==> config.mk <==
export PLATFORM = sky130hd
export DESIGN_NAME = analog_ladder_key_debouncer_top
export DESIGN_NICKNAME = d
export VERILOG_FILES = /design/src/hdl/alkd_pkg.sv /design/src/hdl/analog_ladder_key_debouncer_top.sv /design/src/hdl/alkd_decode.sv
export VERILOG_INCLUDE_DIRS = /design/src /design/src/hdl
export SDC_FILE = /design/constraint.sdc
export NUM_CORES = 1
export LEC_CHECK = 0
export ABC_AREA = 1
export BUFFER_PORTS_ARGS = -buffer_cell sky130_fd_sc_hd__clkbuf_2
export CELL_PAD_IN_SITES_DETAIL_PLACEMENT = 2
export CELL_PAD_IN_SITES_GLOBAL_PLACEMENT = 2
export CORE_MARGIN = 3
export CORE_UTILIZATION = 34
export CTS_CLUSTER_SIZE = 8
export DETAILED_ROUTE_END_ITERATION = 8
export PLACE_DENSITY_LB_ADDON = 0.1
export SLEW_MARGIN = 10
export SYNTH_ARGS = -nofsm -noshare
export SYNTH_HDL_FRONTEND = slang
export SYNTH_SLANG_ARGS = --single-unit
==> constraint.sdc <==
create_clock -name clk_i -period 15.6 [get_ports clk_i]
set_clock_uncertainty 0.15 [all_clocks]
set_input_delay 2.34 -clock clk_i [delete_from_list [all_inputs] [get_ports clk_i]]
set_output_delay 2.34 -clock clk_i [all_outputs]
set_load 0.005 [all_outputs]
==> src/hdl/analog_ladder_key_debouncer_top_defines.svh <==
// Assertion macros shared by the ladder key debouncer RTL.
// Bodies assume a clock clk_i and an active-low reset rst_ni in scope.
`ifndef ANALOG_LADDER_KEY_DEBOUNCER_TOP_DEFINES_SVH
`define ANALOG_LADDER_KEY_DEBOUNCER_TOP_DEFINES_SVH

// Same-cycle implication.
`define ALKD_ASSERT_NOW(lbl, ante, cons, msg) \
  lbl: assert property (@(posedge clk_i) disable iff (!rst_ni) (ante) |-> (cons)) \
    else $error(msg);

// Next-cycle implication.
`define ALKD_ASSERT_NEXT(lbl, ante, cons, msg) \
  lbl: assert property (@(posedge clk_i) disable iff (!rst_ni) (ante) |=> (cons)) \
    else $error(msg);

`endif

==> src/hdl/alkd_pkg.sv <==
// Shared types and constants for the resistor-ladder key debouncer.
// No dependencies; used by alkd_decode and analog_ladder_key_debouncer_top.
package alkd_pkg;

  localparam int unsigned SAMPLE_BITS_DEF = 12;
  localparam int unsigned TIME_BITS_DEF   = 32;

  localparam int unsigned MV_BITS   = 12;
  localparam int unsigned TOL_BITS  = 10;
  localparam int unsigned LONG_BITS = 16;
  localparam int unsigned DEB_BITS  = 10;
  localparam int unsigned NUM_KEYS  = 5;
  localparam int unsigned KEY_BITS  = 3;

  localparam int unsigned NO_KEY_MV      = 2800;
  localparam int unsigned FALLBACK_SCALE = 7;

  typedef logic [KEY_BITS-1:0] key_t;
  localparam key_t KEY_NONE = 3'd0;
  localparam key_t KEY_MAX  = 3'd5;

  typedef logic [NUM_KEYS-1:0][MV_BITS-1:0] nom_arr_t;

  typedef struct packed {
    nom_arr_t              nom_mv;
    logic [TOL_BITS-1:0]   tol_mv;
    logic [LONG_BITS-1:0]  long_ms;
    logic [DEB_BITS-1:0]   deb_ms;
  } cfg_t;

  // Configuration port
  localparam int unsigned CFG_IDX_BITS  = 4;
  localparam int unsigned CFG_DATA_BITS = 16;

  localparam logic [CFG_IDX_BITS-1:0] REG_KEY1     = 4'd0;
  localparam logic [CFG_IDX_BITS-1:0] REG_KEY2     = 4'd1;
  localparam logic [CFG_IDX_BITS-1:0] REG_KEY3     = 4'd2;
  localparam logic [CFG_IDX_BITS-1:0] REG_KEY4     = 4'd3;
  localparam logic [CFG_IDX_BITS-1:0] REG_KEY5     = 4'd4;
  localparam logic [CFG_IDX_BITS-1:0] REG_TOL      = 4'd5;
  localparam logic [CFG_IDX_BITS-1:0] REG_LONG     = 4'd6;
  localparam logic [CFG_IDX_BITS-1:0] REG_DEBOUNCE = 4'd7;

  localparam nom_arr_t NOM_RST = {12'd2300, 12'd1800, 12'd1300, 12'd800, 12'd300};
  localparam logic [TOL_BITS-1:0]  TOL_RST  = 10'd100;
  localparam logic [LONG_BITS-1:0] LONG_RST = 16'd1000;
  localparam logic [DEB_BITS-1:0]  DEB_RST  = 10'd30;

endpackage

==> src/hdl/analog_ladder_key_debouncer_top.sv <==
// Resistor-ladder keypad debouncer with long-press release events.
// Depends on alkd_pkg, alkd_decode and analog_ladder_key_debouncer_top_defines.svh.

// One sample beat is taken per clock while in_stall_o is low and gives exactly
// one result beat, which reaches the result port through the input register
// and then the result register. The sustained rate is one item per cycle while
// the result is not stalled: key decode and the debounce/hold state update are
// combinational between the input register and the result register. A stalled
// result holds the input register full; a third beat is then refused until the
// result drains. Configuration writes are always ready and take effect on the
// next sample processed; write them only while no sample is in flight.
`include "analog_ladder_key_debouncer_top_defines.svh"

module analog_ladder_key_debouncer_top #(
  parameter int unsigned SAMPLE_BITS = alkd_pkg::SAMPLE_BITS_DEF,
  parameter int unsigned TIME_BITS   = alkd_pkg::TIME_BITS_DEF
) (
  input  logic                               clk_i,
  input  logic                               rst_ni,
  // configuration write channel
  input  logic                               cfg_valid_i,
  output logic                               cfg_ready_o,
  input  logic [alkd_pkg::CFG_IDX_BITS-1:0]  cfg_index_i,
  input  logic [alkd_pkg::CFG_DATA_BITS-1:0] cfg_wdata_i,
  // sample channel
  input  logic                               in_valid_i,
  output logic                               in_stall_o,
  input  logic [SAMPLE_BITS-1:0]             sample_mv_i,
  input  logic [TIME_BITS-1:0]               now_ms_i,
  // result channel
  output logic                               out_valid_o,
  input  logic                               out_stall_i,
  output logic                               event_valid_o,
  output logic [alkd_pkg::KEY_BITS-1:0]      event_key_o,
  output logic                               long_press_o,
  output logic [TIME_BITS-1:0]               event_ms_o,
  output logic [alkd_pkg::KEY_BITS-1:0]      held_key_o
);

  alkd_pkg::cfg_t cfg_q;

  logic                   s1_valid_q;
  logic [SAMPLE_BITS-1:0] s1_mv_q;
  logic [TIME_BITS-1:0]   s1_now_q;

  alkd_pkg::key_t         raw_key_q;
  logic [TIME_BITS-1:0]   raw_chg_q, raw_chg_d;
  alkd_pkg::key_t         held_key_q, held_key_d;
  logic [TIME_BITS-1:0]   press_q, press_d;

  logic                   out_valid_q;
  logic                   ev_valid_q, ev_valid_d;
  alkd_pkg::key_t         ev_key_q, ev_key_d;
  logic                   ev_long_q, ev_long_d;
  logic [TIME_BITS-1:0]   ev_ms_q, ev_ms_d;
  alkd_pkg::key_t         held_out_q;

  alkd_pkg::key_t         rk;
  logic [TIME_BITS-1:0]   since_chg, hold, deb_t, long_t;
  logic                   settled;
  logic                   in_fire, s1_fire, out_fire;

  assign cfg_ready_o = 1'b1;

  // stage 1 moves on unless a result is waiting and stalled
  assign s1_fire    = s1_valid_q & ~(out_valid_q & out_stall_i);
  assign out_fire   = out_valid_q & ~out_stall_i;
  assign in_stall_o = s1_valid_q & out_valid_q & out_stall_i;
  assign in_fire    = in_valid_i & ~in_stall_o;

  alkd_decode #(
    .SAMPLE_BITS(SAMPLE_BITS)
  ) u_decode (
    .sample_mv_i(s1_mv_q),
    .nom_mv_i   (cfg_q.nom_mv),
    .tol_mv_i   (cfg_q.tol_mv),
    .key_o      (rk)
  );

  always_comb begin
    deb_t     = TIME_BITS'(cfg_q.deb_ms);
    long_t    = TIME_BITS'(cfg_q.long_ms);
    raw_chg_d = (rk != raw_key_q) ? s1_now_q : raw_chg_q;
    since_chg = s1_now_q - raw_chg_d;
    hold      = s1_now_q - press_q;
    settled   = (since_chg >= deb_t) && (rk != held_key_q);

    held_key_d = held_key_q;
    press_d    = press_q;
    ev_valid_d = 1'b0;
    ev_key_d   = alkd_pkg::KEY_NONE;
    ev_long_d  = 1'b0;
    ev_ms_d    = '0;
    if (settled) begin
      held_key_d = rk;
      if (held_key_q == alkd_pkg::KEY_NONE) begin
        press_d = s1_now_q;
      end else begin
        press_d = (rk != alkd_pkg::KEY_NONE) ? s1_now_q : '0;
        if (hold >= deb_t) begin
          ev_valid_d = 1'b1;
          ev_key_d   = held_key_q;
          ev_long_d  = (hold >= long_t);
          ev_ms_d    = s1_now_q;
        end
      end
    end
  end

  always_ff @(posedge clk_i or negedge rst_ni) begin
    if (!rst_ni) begin
      cfg_q.nom_mv  <= alkd_pkg::NOM_RST;
      cfg_q.tol_mv  <= alkd_pkg::TOL_RST;
      cfg_q.long_ms <= alkd_pkg::LONG_RST;
      cfg_q.deb_ms  <= alkd_pkg::DEB_RST;
    end else if (cfg_valid_i) begin
      unique case (cfg_index_i)
        alkd_pkg::REG_KEY1:     cfg_q.nom_mv[0] <= cfg_wdata_i[alkd_pkg::MV_BITS-1:0];
        alkd_pkg::REG_KEY2:     cfg_q.nom_mv[1] <= cfg_wdata_i[alkd_pkg::MV_BITS-1:0];
        alkd_pkg::REG_KEY3:     cfg_q.nom_mv[2] <= cfg_wdata_i[alkd_pkg::MV_BITS-1:0];
        alkd_pkg::REG_KEY4:     cfg_q.nom_mv[3] <= cfg_wdata_i[alkd_pkg::MV_BITS-1:0];
        alkd_pkg::REG_KEY5:     cfg_q.nom_mv[4] <= cfg_wdata_i[alkd_pkg::MV_BITS-1:0];
        alkd_pkg::REG_TOL:      cfg_q.tol_mv    <= cfg_wdata_i[alkd_pkg::TOL_BITS-1:0];
        alkd_pkg::REG_LONG:     cfg_q.long_ms   <= cfg_wdata_i[alkd_pkg::LONG_BITS-1:0];
        alkd_pkg::REG_DEBOUNCE: cfg_q.deb_ms    <= cfg_wdata_i[alkd_pkg::DEB_BITS-1:0];
        default: ;
      endcase
    end
  end

  always_ff @(posedge clk_i or negedge rst_ni) begin
    if (!rst_ni) begin
      s1_valid_q  <= 1'b0;
      out_valid_q <= 1'b0;
      raw_key_q   <= alkd_pkg::KEY_NONE;
      raw_chg_q   <= '0;
      held_key_q  <= alkd_pkg::KEY_NONE;
      press_q     <= '0;
    end else begin
      if (in_fire) begin
        s1_valid_q <= 1'b1;
      end else if (s1_fire) begin
        s1_valid_q <= 1'b0;
      end
      if (s1_fire) begin
        out_valid_q <= 1'b1;
      end else if (out_fire) begin
        out_valid_q <= 1'b0;
      end
      if (s1_fire) begin
        raw_key_q  <= rk;
        raw_chg_q  <= raw_chg_d;
        held_key_q <= held_key_d;
        press_q    <= press_d;
      end
    end
  end

  always_ff @(posedge clk_i) begin
    if (in_fire) begin
      s1_mv_q  <= sample_mv_i;
      s1_now_q <= now_ms_i;
    end
    if (s1_fire) begin
      ev_valid_q <= ev_valid_d;
      ev_key_q   <= ev_key_d;
      ev_long_q  <= ev_long_d;
      ev_ms_q    <= ev_ms_d;
      held_out_q <= held_key_d;
    end
  end

  assign out_valid_o   = out_valid_q;
  assign event_valid_o = ev_valid_q;
  assign event_key_o   = ev_key_q;
  assign long_press_o  = ev_long_q;
  assign event_ms_o    = ev_ms_q;
  assign held_key_o    = held_out_q;

  `ALKD_ASSERT_NOW(a_quiet_no_event, out_valid_o && !event_valid_o,
    event_key_o == alkd_pkg::KEY_NONE && !long_press_o && event_ms_o == '0,
    "event fields not cleared without event")
  `ALKD_ASSERT_NOW(a_event_has_key, out_valid_o && event_valid_o,
    event_key_o != alkd_pkg::KEY_NONE && event_key_o != held_key_o,
    "event reports no key or the still-held key")
  `ALKD_ASSERT_NOW(a_stall_needs_beat, in_stall_o, s1_valid_q && out_valid_q,
    "input stalled with room downstream")
  `ALKD_ASSERT_NEXT(a_blocked_holds, s1_valid_q && out_valid_q && out_stall_i,
    s1_valid_q && $stable(held_key_q) && $stable(raw_chg_q),
    "state moved while result stalled")
  `ALKD_ASSERT_NOW(a_held_range, 1'b1, held_key_q <= alkd_pkg::KEY_MAX,
    "held key out of range")

endmodule

==> src/hdl/alkd_decode.sv <==
// Combinational ladder voltage to raw key decoder (0 = no key, 1..5).
// Depends on alkd_pkg.
module alkd_decode #(
  parameter int unsigned SAMPLE_BITS = alkd_pkg::SAMPLE_BITS_DEF
) (
  input  logic [SAMPLE_BITS-1:0]        sample_mv_i,
  input  alkd_pkg::nom_arr_t            nom_mv_i,
  input  logic [alkd_pkg::TOL_BITS-1:0] tol_mv_i,
  output alkd_pkg::key_t                key_o
);

  // all quantities stay non-negative, so plain unsigned math with headroom
  localparam int unsigned CW =
    ((SAMPLE_BITS > alkd_pkg::MV_BITS) ? SAMPLE_BITS : alkd_pkg::MV_BITS) + 2;

  logic [CW-1:0] v;
  logic [CW-1:0] floor_mv;
  logic [CW-1:0] win;
  logic [CW-1:0] nom   [alkd_pkg::NUM_KEYS];
  logic [CW-1:0] mid   [alkd_pkg::NUM_KEYS];
  logic [CW-1:0] gap   [alkd_pkg::NUM_KEYS];
  logic [CW-1:0] best_d;
  alkd_pkg::key_t best_k;
  alkd_pkg::key_t mid_k;
  logic           mid_hit;

  always_comb begin
    v        = CW'(sample_mv_i);
    floor_mv = CW'(alkd_pkg::NO_KEY_MV) - CW'(tol_mv_i);
    win      = CW'(tol_mv_i) * CW'(alkd_pkg::FALLBACK_SCALE);

    for (int k = 0; k < alkd_pkg::NUM_KEYS; k++) begin
      nom[k] = CW'(nom_mv_i[k]);
      gap[k] = (v >= nom[k]) ? (v - nom[k]) : (nom[k] - v);
    end
    for (int k = 0; k < alkd_pkg::NUM_KEYS - 1; k++) begin
      mid[k] = (nom[k] + nom[k+1]) >> 1;
    end
    mid[alkd_pkg::NUM_KEYS-1] = (nom[alkd_pkg::NUM_KEYS-1] + floor_mv) >> 1;

    // walk from the top so the lowest matching bucket wins
    mid_hit = 1'b0;
    mid_k   = alkd_pkg::KEY_NONE;
    for (int k = alkd_pkg::NUM_KEYS - 1; k >= 0; k--) begin
      if (v <= mid[k]) begin
        mid_hit = 1'b1;
        mid_k   = alkd_pkg::key_t'(k + 1);
      end
    end

    // nearest nominal, lowest key on a tie
    best_d = gap[0];
    best_k = alkd_pkg::key_t'(1);
    for (int k = 1; k < alkd_pkg::NUM_KEYS; k++) begin
      if (gap[k] < best_d) begin
        best_d = gap[k];
        best_k = alkd_pkg::key_t'(k + 1);
      end
    end

    if (v >= floor_mv) begin
      key_o = alkd_pkg::KEY_NONE;
    end else if (mid_hit) begin
      key_o = mid_k;
    end else if (best_d <= win) begin
      key_o = best_k;
    end else begin
      key_o = alkd_pkg::KEY_NONE;
    end
  end

endmodule

# Yosys cells after proc, flatten, opt, wreduce, memory -nomap -nowiden
# Cells that the tools add are included.
# W data, S select, Z words.
# totals
reg_bits	252
latch_bits	0
ram_bits	0
rom_bits	0
n_memories	0
# classes
addsub	18
n_mul	1
div	0
order_cmp	19
n_eq_ne	9
shifts	0
muxes	35
n_bitwise	11
n_reduce_logical	17
# op_table
operator	count
$sub A12 B12 Y13	10
$mux W14	9
$mux W32	3
$le A12 B13 Y1	5
$ge A32 B10 Y1	2
$sub A32 B32 Y32	2
$ge A12 B12 Y1	5
$lt A14 B14 Y1	4
$add A12 B12 Y13	4
$mux W3	11
$ge A32 B16 Y1	1
$reduce_and A2 Y1	9
$eq A4 B3 Y1 const B	4
$add A12 B14 Y14	1
$ge A12 B14 Y1	1
$le A14 B13 Y1	1
$mul A10 B3 Y13 const B	1
$sub A12 B10 Y13 const A	1
$mux W1	10
$eq A4 B2 Y1 const B	2
$and A1 B1 Y1	6
$ne A3 B3 Y1	2
$not A1 Y1	5
$eq A4 B1 Y1 const B	1
other kinds (8)	10

# Depth between registers and ports, before layout
# Gate-level depths: netlist of run 1.
# depth
word_depth	21
ltp_mapped	105

# Cells and area by module
# From an unflattened synthesis of run 1, not the netlist that was laid out.
# unflattened
cells_unflattened	3739
hier_area_um2	27168.6
# modules_own_cells
mod	instances	cells_each	area_each_um2	seq_area_each_um2
analog_ladder_key_debouncer_top	1	1914	15200.8	6770.2
alkd_decode	1	1825	11967.7	0.0

# Worst setup path after synthesis of run 1
# OpenSTA, ideal clock, no wires.
# synth_timing
path_type	flip-flop to flip-flop
from	reg s1_mv_q[1]
to	reg ev_ms_q[24], in the netlist event_ms_o[24] (data pin)
setup_time_ps	254
arrival_ps	14526
required_ps	15196
setup_slack_ps	670
path_stages_with_launch	93
n_path_buf	9
synth_period_minus_slack_ps	14930
cell_sequence	edfxtp_1 inv_1 fa_1 nand2_1 inv_1 nor2_1 nor2_1 o31ai_1 o221ai_1 a31oi_1 o21ai_0 a31oi_1 xor2_1 inv_1 ha_1 nand3_1 inv_1 a221oi_1 (+57 left out) xnor2_1 ha_1 o21a_1 o21a_1 o21a_1 o21a_1 o21a_1 o21a_1 o21a_1 a21oi_1 nand3_1 nor2_1 nand3_1 nor2_2 nand3_4 nand3b_4 buf_6 nor2_1
# synth_via
elab_chain_cells	21
word_cells_on_any_way	60
classes_between	add/sub (11); order compare (17); eq/ne (2); mux (27); bitwise (1); reduce/logical (2)
# synth_lines
element	line_no	text
start, declared	analog_ladder_key_debouncer_top.sv:43	logic [SAMPLE_BITS-1:0] s1_mv_q;
start signal, assigned	analog_ladder_key_debouncer_top.sv:161	s1_mv_q <= sample_mv_i;
$sub A12 B12 Y13 / $ge A12 B12 Y1 (equally long branches)	alkd_decode.sv:34	gap[k] = (v >= nom[k]) ? (v - nom[k]) : (nom[k] - v);
$mux W14	alkd_decode.sv:34	
$lt A14 B14 Y1	alkd_decode.sv:55	if (gap[k] < best_d) begin
$mux W14	alkd_decode.sv:55	
$lt A14 B14 Y1	alkd_decode.sv:55	
$mux W14	alkd_decode.sv:55	
$lt A14 B14 Y1	alkd_decode.sv:55	
$mux W14	alkd_decode.sv:55	
(+5 left out)	-	
$mux W3 (*)	alkd_decode.sv:61	if (v >= floor_mv) begin
$ne A3 B3 Y1	analog_ladder_key_debouncer_top.sv:83	raw_chg_d = (rk != raw_key_q) ? s1_now_q : raw_chg_q;
$mux W32	analog_ladder_key_debouncer_top.sv:83	
$sub A32 B32 Y32	analog_ladder_key_debouncer_top.sv:84	since_chg = s1_now_q - raw_chg_d;
$ge A32 B10 Y1	analog_ladder_key_debouncer_top.sv:86	settled = (since_chg >= deb_t) && (rk != held_key_q);
$logic_and A1 B1 Y1 (*)	analog_ladder_key_debouncer_top.sv:86	
$not A1 Y1 (no line) (*)	-	
$reduce_or A3 Y1 (no line) (*)	-	
end signal, assigned	analog_ladder_key_debouncer_top.sv:168	ev_ms_q <= ev_ms_d;
end, declared	analog_ladder_key_debouncer_top.sv:55	logic [TIME_BITS-1:0] ev_ms_q, ev_ms_d;
# Mark *: on every way between the ends. The rest lies on a longest branch, timed or not.
# A chain may end at the register's enable or synchronous reset.

# Worst setup path in the final report of run 1
# layout_timing
from	reg s1_mv_q[0]
to	reg ev_long_q, in the netlist long_press_o (data pin)
# layout_via
elab_chain_cells	21
word_cells_on_any_way	60
classes_between	add/sub (11); order compare (17); eq/ne (2); mux (27); bitwise (1); reduce/logical (2)
# layout_lines
element	line_no	text
$sub A12 B12 Y13 / $ge A12 B12 Y1 (equally long branches)	alkd_decode.sv:34	
$mux W14	alkd_decode.sv:34	
$lt A14 B14 Y1	alkd_decode.sv:55	
$mux W14	alkd_decode.sv:55	
$lt A14 B14 Y1	alkd_decode.sv:55	
$mux W14	alkd_decode.sv:55	
$lt A14 B14 Y1	alkd_decode.sv:55	
$mux W14	alkd_decode.sv:55	
(+6 left out)	-	
$ne A3 B3 Y1 (*)	analog_ladder_key_debouncer_top.sv:83	
$mux W32 (*)	analog_ladder_key_debouncer_top.sv:83	
net raw_chg_d[0]	analog_ladder_key_debouncer_top.sv:47	logic [TIME_BITS-1:0] raw_chg_q, raw_chg_d;
$sub A32 B32 Y32 (*)	analog_ladder_key_debouncer_top.sv:84	
$ge A32 B10 Y1 (*)	analog_ladder_key_debouncer_top.sv:86	
$logic_and A1 B1 Y1 (*)	analog_ladder_key_debouncer_top.sv:86	
$not A1 Y1 (no line) (*)	-	
$reduce_or A3 Y1 (no line) (*)	-	
end signal, assigned	analog_ladder_key_debouncer_top.sv:167	ev_long_q <= ev_long_d;
end, declared	analog_ladder_key_debouncer_top.sv:54	logic ev_long_q, ev_long_d;
# The timed path passes the listed nets; every way through them passes the cells marked *.

==> summary.md, run 1 <==
| Metric | Value |
|---|---|
| Status | complete, no violations |
| EDFF count, synth | 84 |
| Die height | 283.8 um |
| FP Rows | 101 |
| DRT iter0 DRCs | 1039 |
| Crit. End Element | flop |
| Max FO, Critical Path | 16 |
| Antenna Cells | 0 |
| Avg Cell Area, Syn | 7.434 sq um |
| Post-synth top cells | nand2_1, inv_1, ha_1 |
| Setup ws final | 0.7659 ns |
| Layout cells sized above 1 | 11.86% |
| Initial antenna violation count | 0 |
| Final period utilization | 95.09% |
| Post-Route WL | 113200 um |
| Hold WS | 0.3241 ns |
| First-pass iteration count of the detailed router | 5 |
| Post-route design area | 30310 sq um |
| Clock sink count | 252 |
| Area grow syn2layout | 15.49% |
| Non-filler cells in the finished layout | 4789 |
| Count of different cell masters after synthesis | 70 |
| Placed wire-length estimate | 91050 um |
| Placed Cells incl. Taps | 4677 |
| Port bufs | 110 |
| Yosys top cell area share | 20.12% |
| Vias | 25.56k |
| Cells after Synth | 3530 |
| Width of the die | 283.8 um |
| Slew @ Worst Pin | 1.196 ns |
| I/O pins | 112 |
| DR WL/cell | 23.64 um |
| Startpoint types | flop |
| Final setup vio count | 0 |
| Sequential fraction of the synthesis area | 25.80% |
| WP data required | 15.70 ns |
| CP Class | flop to flop |
| CP most frequent cell | o21a_1 |
| Final hold vios | 0 |
| H-tree lvl count | 2 |
| FILL cells | 8943 |
| Placed inst area | 28310 sq um |
| Placer Congestion | 0.9107 |
| Nets | 4247 |
| Top cells by area, synth | ha_1, dfrtp_1, nand2_1 |
| Clk_lat worst skew | 0.58 ns |
| Synth warn | 0 |
| Async SR Flop Fraction | 66.67% |
| Most frequent cell after synthesis | nand2_1 |
| Crit-path max cell delay | 0.48 ns |
| Longest Clk Path Bufs | 3 |
| Min Tclk post-route | 14.83 ns |
| DRC | 0 |
| Worst slack, placed | -1.501 ns |
| #FFs+latches synth | 252 |
| Crit path DAT | 14.94 ns |
| DR vias/cell | 5.338 |
| FMAX | 67.41 MHz |
| Antenna Nets Post-Route | 0 |
| Slew Viols, Final | 0 |
| Root buf cell | clkbuf_16 |
| Max Cap Viol | 0 |
| First-pass GRT wire length | 170800 um |
| Initial Utilization | 34.44% |
| CTS tree | done |
| CP max-delay cell | fa_1 |
| Mapped Area | 26240 sq um |
| Synth Flop Type | dfrtp_1 |
| Core ar. | 76200 sq um |
| Leading area contributor after synthesis | ha_1 |
| Num CTS Buffers | 38 |
| Max-slew headroom | 18.24% |
| Die ar. | 80550 sq um |
| Post-Syn Nets | 4048 |
| GR Util All Layers | 27.29% |
| Grt total ovfl | 0 |
| Clock slew at reported path FFs | 0.06 ns |
| Pin count of the biggest net entering global routing | 69 |
| Vias in the first global route | 28.68k |
| Min-delay worst type | flop to flop |
worst max-delay path, delay by kind of cell, from the launching register on:
| kind | cells | cell delay, ns |
|---|---|---|
| compound gates | 31 | 5.59 |
| fa+ha+maj | 10 | 3.07 |
| xor+xnor | 1 | 0.16 |
| simple gates | 32 | 3.70 |
| flops | 1 | 0.47 |
| buf+inv | 12 | 1.29 |
final cells by class:
type / instances / area (sq um) / share of cell area, %
Multi-Input combinational cell: 2712 / 17700 / 58.40
Clock buffer: 67 / 1101 / 3.633
Clock inverter: 3 / 33.78 / 0.1115
Sequential cell: 252 / 6771 / 22.34
Inverter: 504 / 1898 / 6.263
Tap cell: 1030 / 1289 / 4.253
Timing Repair inverter: 1 / 7.507 / 0.02477
Timing Repair Buffer: 220 / 1508 / 4.975
final timing paths:
path | start | endpoint | slack (ns) | depth (start not counted)
worst max-delay path | s1_mv_q[0] | long_press_o | 0.77 | 86
worst min-delay path | press_q[2] | press_q[2] | 0.32 | 2
worst max register to register | s1_mv_q[0] | long_press_o | 0.77 | 86
worst min register to register | press_q[2] | press_q[2] | 0.32 | 2
max in group asynchronous | rst_ni | cfg_q[52] | 12.43 | 2
min in group asynchronous | rst_ni | press_q[19] | 1.58 | 1
repair_timing:
item | CTS | global route
buffers inserted | 6 | 26
cloned | 3 | 7
setup endpoints to repair | 75 | 75
pin swaps | 6 | 33
resized for setup | 49 | 97
hold buffers | 0 | 0
hold endpoints to repair | 0 | 0
routing by layer:
layer	up-vias	global-route usage, %	share of wire [%]
li1	12219	-	-
met1	12787	31.84	41
met2	358	49.86	51
met3	198	2.691	2.4
met4	0	13.17	5.4
met5	-	0	0
registers in the layout, summed over array words and instances (netlist names), 3 cells and up:
name         cells
s1_mv_q         12
held_key_q       3
held_key_o       3
event_ms_o      32
event_key_o      3
s1_now_q        32
raw_key_q        3
cfg_q           96
press_q         32
raw_chg_q       32
stage by stage:
step                      utilization (%)  setup TNS (ns)
after detailed placement            37.16          -99.67
after global placement              37.16          -39.37
after floorplan                         -               0
after global routing                39.77          -4.423
after CTS                           38.93               0
final                               39.77               0
kinds of logic (layout without fill, tap and decap cells):
logic type / Yosys count / in the layout / share of synthesized area, %
simple gates: 1323 / 1329 / 21.55
compound gates: 771 / 771 / 16.40
buf+inv: 572 / 795 / 8.606
fa+ha+maj: 449 / 449 / 22.18
flops: 252 / 252 / 25.80
xor+xnor: 153 / 153 / 5.107
mux: 9 / 9 / 0.3433
other cells: 1 / 1 / 0.01429
cell usage in the layout (no fill, tap or decap), types with 98 or more instances in the layout:
cell type	netlist	final
nor2_1	237	230
o21ai_0	325	286
dfrtp_1	133	132
xor2_1	103	103
buf_4	3	98
inv_1	491	487
nand3_1	151	149
ha_1	422	406
clkbuf_2	0	109
nand2_1	765	758
a21oi_1	278	275
Power of run 1 is not shown: default switching activity piles up to over one toggle a cycle in this logic, so the estimate is an artifact.
==> run 2: changes to the inputs <==
--- a/config.mk
+++ b/config.mk
@@ -18,4 +18,5 @@
 export SLEW_MARGIN = 10
 export SYNTH_ARGS = -nofsm -noshare
 export SYNTH_HDL_FRONTEND = slang
+export SYNTH_HIERARCHICAL = 1
 export SYNTH_SLANG_ARGS = --single-unit
==> run 2 against run 1 <==
Die area is 3.5% higher. Maximum frequency is 1.6% higher. Hold slack worse by 0.0056 ns. Flip-flop and latch count stayed put. Critical endpoint is now event_ms_o[1].
==> summary.md, run 2 <==
| Metric | Value |
|---|---|
| Placed wire-length estimate | 91790 um |
| DRT iter0 DRCs | 1094 |
| Max-slew headroom | 21.12% |
| Pin count of the biggest net entering global routing | 107 |
| Most frequent cell after synthesis | nand2_1 |
| DRC | 0 |
| EDFF count, synth | 84 |
| Leading area contributor after synthesis | ha_1 |
| Min-delay src | press_q[7] |
| Cells after Synth | 3739 |
| DR WL met2 | 58670 um |
| #FFs+latches synth | 252 |
| Met3 routed WL | 2627 um |
| H-tree lvl count | 2 |
| FILL cells | 9460 |
| Reg2reg start | s1_mv_q[4] |
| Clock sink count | 252 |
| Final hold vios | 0 |
| Avg Cell Area, Syn | 7.266 sq um |
| First-pass GRT wire length | 171500 um |
| Area grow syn2layout | 14.10% |
| DR WL/cell | 22.73 um |
| Count of different cell masters after synthesis | 65 |
| Placer Congestion | 0.8733 |
| GR Util All Layers | 26.86% |
| Final setup vio count | 0 |
| Worst slack, placed | -0.7437 ns |
| Clock slew at reported path FFs | 0.06 ns |
| Startpoint types | flop |
| I/O pins | 112 |
| FMAX | 68.49 MHz |
| Most common cell after layout, fill and taps aside | nand2_1 |
| Vias | 26.31k |
| Max Cap Viol | 0 |
| Met1 Wirelength | 48460 um |
| Commonest non-fill, non-tap cells in the layout | nand2_1, inv_1, ha_1, o21ai_0, a21oi_1 |
| Slew @ Worst Pin | 1.180 ns |
| Clk_lat worst skew | 0.55 ns |
| Initial antenna violation count | 1 |
| Synth Flop Type | dfrtp_1 |
| Setup TNS | 0 ns |
| Layout cells sized above 1 | 12.27% |
| DR vias/cell | 5.274 |
| Port bufs | 110 |
| WHS Endpoint | press_q[7] |
| Status | complete, no violations |
| CP most frequent cell | nand2_1 |
| FF-to-FF setup slack | 1.0 ns |
| WP data required | 15.72 ns |
| CTS tree | done |
| Die ar. | 83340 sq um |
| CP Class | flop to flop |
| Yosys top cell area share | 19.11% |
| Vias in the first global route | 28.65k |
| Crit-path max cell delay | 0.39 ns |
| Largest Register | cfg_q |
| Post-synth top cells | nand2_1, inv_1, ha_1 |
| FP Rows | 103 |
| Mapped Area | 27170 sq um |
| Die height | 288.7 um |
| Post-Syn Nets | 4249 |
| Final period utilization | 93.59% |
| Grt total ovfl | 0 |
| Num CTS Buffers | 37 |
| Min Tclk post-route | 14.60 ns |
| Reg2Reg Capture Point | event_ms_o[1] |
| Slew Viols, Final | 0 |
| Max FO, Critical Path | 24 |
| Hold path depth | 2 |
| Async SR Flop Fraction | 66.67% |
| Worst r2r path cells | 92 |
| Crit. End Element | flop |
| Synth warn | 6 |
| Top cells by area, synth | ha_1, dfrtp_1, nand2_1 |
| Core ar. | 79130 sq um |
| Number of flip-flops under the largest register name | 96 |
| Min-delay worst type | flop to flop |
| Width of the die | 288.7 um |
| Crit path DAT | 14.72 ns |
| Antenna Nets Post-Route | 0 |
| Hold WS | 0.3185 ns |
| First-pass iteration count of the detailed router | 5 |
| Top Layer Used | met4 |
| Nets | 4419 |
| CP max-delay cell | edfxtp_1 |
| Sequential fraction of the synthesis area | 24.92% |
| Initial Utilization | 34.33% |
| Post-Route WL | 113400 um |
| Root buf cell | clkbuf_16 |
| Longest Clk Path Bufs | 3 |
| Setup ws final | 0.9999 ns |
[run 2: changes by cell type in the layout (fill, tap and decap cells not counted), sizes merged, moves of 6 or more]
cell / previous run / this run
inv: 501 / 575
nand2: 792 / 860
nor2: 246 / 290
a21oi: 280 / 305
nand4: 70 / 93
buf: 108 / 87
o21a: 24 / 11
nand3: 159 / 147
ha: 422 / 415
nor3: 30 / 37
o31ai: 6 / 12
[run 2: critical path, delay by kind of cell, from the launching register on]
kind	cells	cell delay [ns]
DFF	1	0.39
and+or+nand+nor	39	4.28
adders and majority gates	8	2.28
AOI/OAI and AO/OA	28	4.59
xor gates and xnor gates	2	0.42
buffers and inverters	15	2.14
[run 2: cell type report]
cell class / count / area (sq um) / share of cell area, %
Inverter: 578 / 2176 / 7.019
Multi-Input combinational cell: 2842 / 18360 / 59.24
Antenna cell: 1 / 2.502 / 0.008073
Sequential cell: 252 / 6771 / 21.84
Clock buffer: 66 / 1087 / 3.508
Timing Repair Buffer: 198 / 1275 / 4.113
Tap cell: 1050 / 1314 / 4.238
Clock inverter: 1 / 8.758 / 0.02825
[run 2: kinds of logic (layout without fill, tap and decap cells)]
group	after synthesis	in the layout	synth area share, %
AO/OA/AOI/OAI	786	786	16.14
XOR/XNOR	154	154	4.992
adder cells (fa/ha/maj)	441	441	21.03
buffers and inverters	653	843	9.376
flip-flops	252	252	24.92
multiplexers	11	11	0.4053
other	1	2	0.01380
AND/OR/NAND/NOR	1441	1449	23.13
[run 2: worst max path at each step]
stage,from,end,cells past startpoint
final,s1_mv_q[4],event_ms_o[1],92
after CTS,s1_mv_q[2],event_key_o[2],96
after detailed placement,s1_mv_q[2],press_q[16],95
after floorplan,s1_mv_q[1],event_ms_o[3],96
after global routing,s1_mv_q[4],press_q[3],97
after global placement,s1_mv_q[2],held_key_o[0],90
[run 2: timing repair]
item                       in CTS  in global routing
buffers inserted                0                 27
cloned                          1                  7
setup endpoints to repair      75                 75
hold buffers                    0                  0
pin swaps                       1                 18
resized for setup              21                102
[run 2: through the flow]
step	util [%]	std cells	instance area, sq um
floorplan	-	3739	27170
global placement	36.85	4885	29160
detailed placement	36.85	4885	29160
CTS	38.30	4953	30310
global route	39.17	4987	31000
finish	39.17	4988	31000
[run 2: layer usage]
layer	track usage, %	up-vias
li1	-	12757
met4	7.019	0
met5	0	-
met2	50.73	357
met3	1.997	144
met1	32.71	13047
Power of run 2 is left out for the same reason.
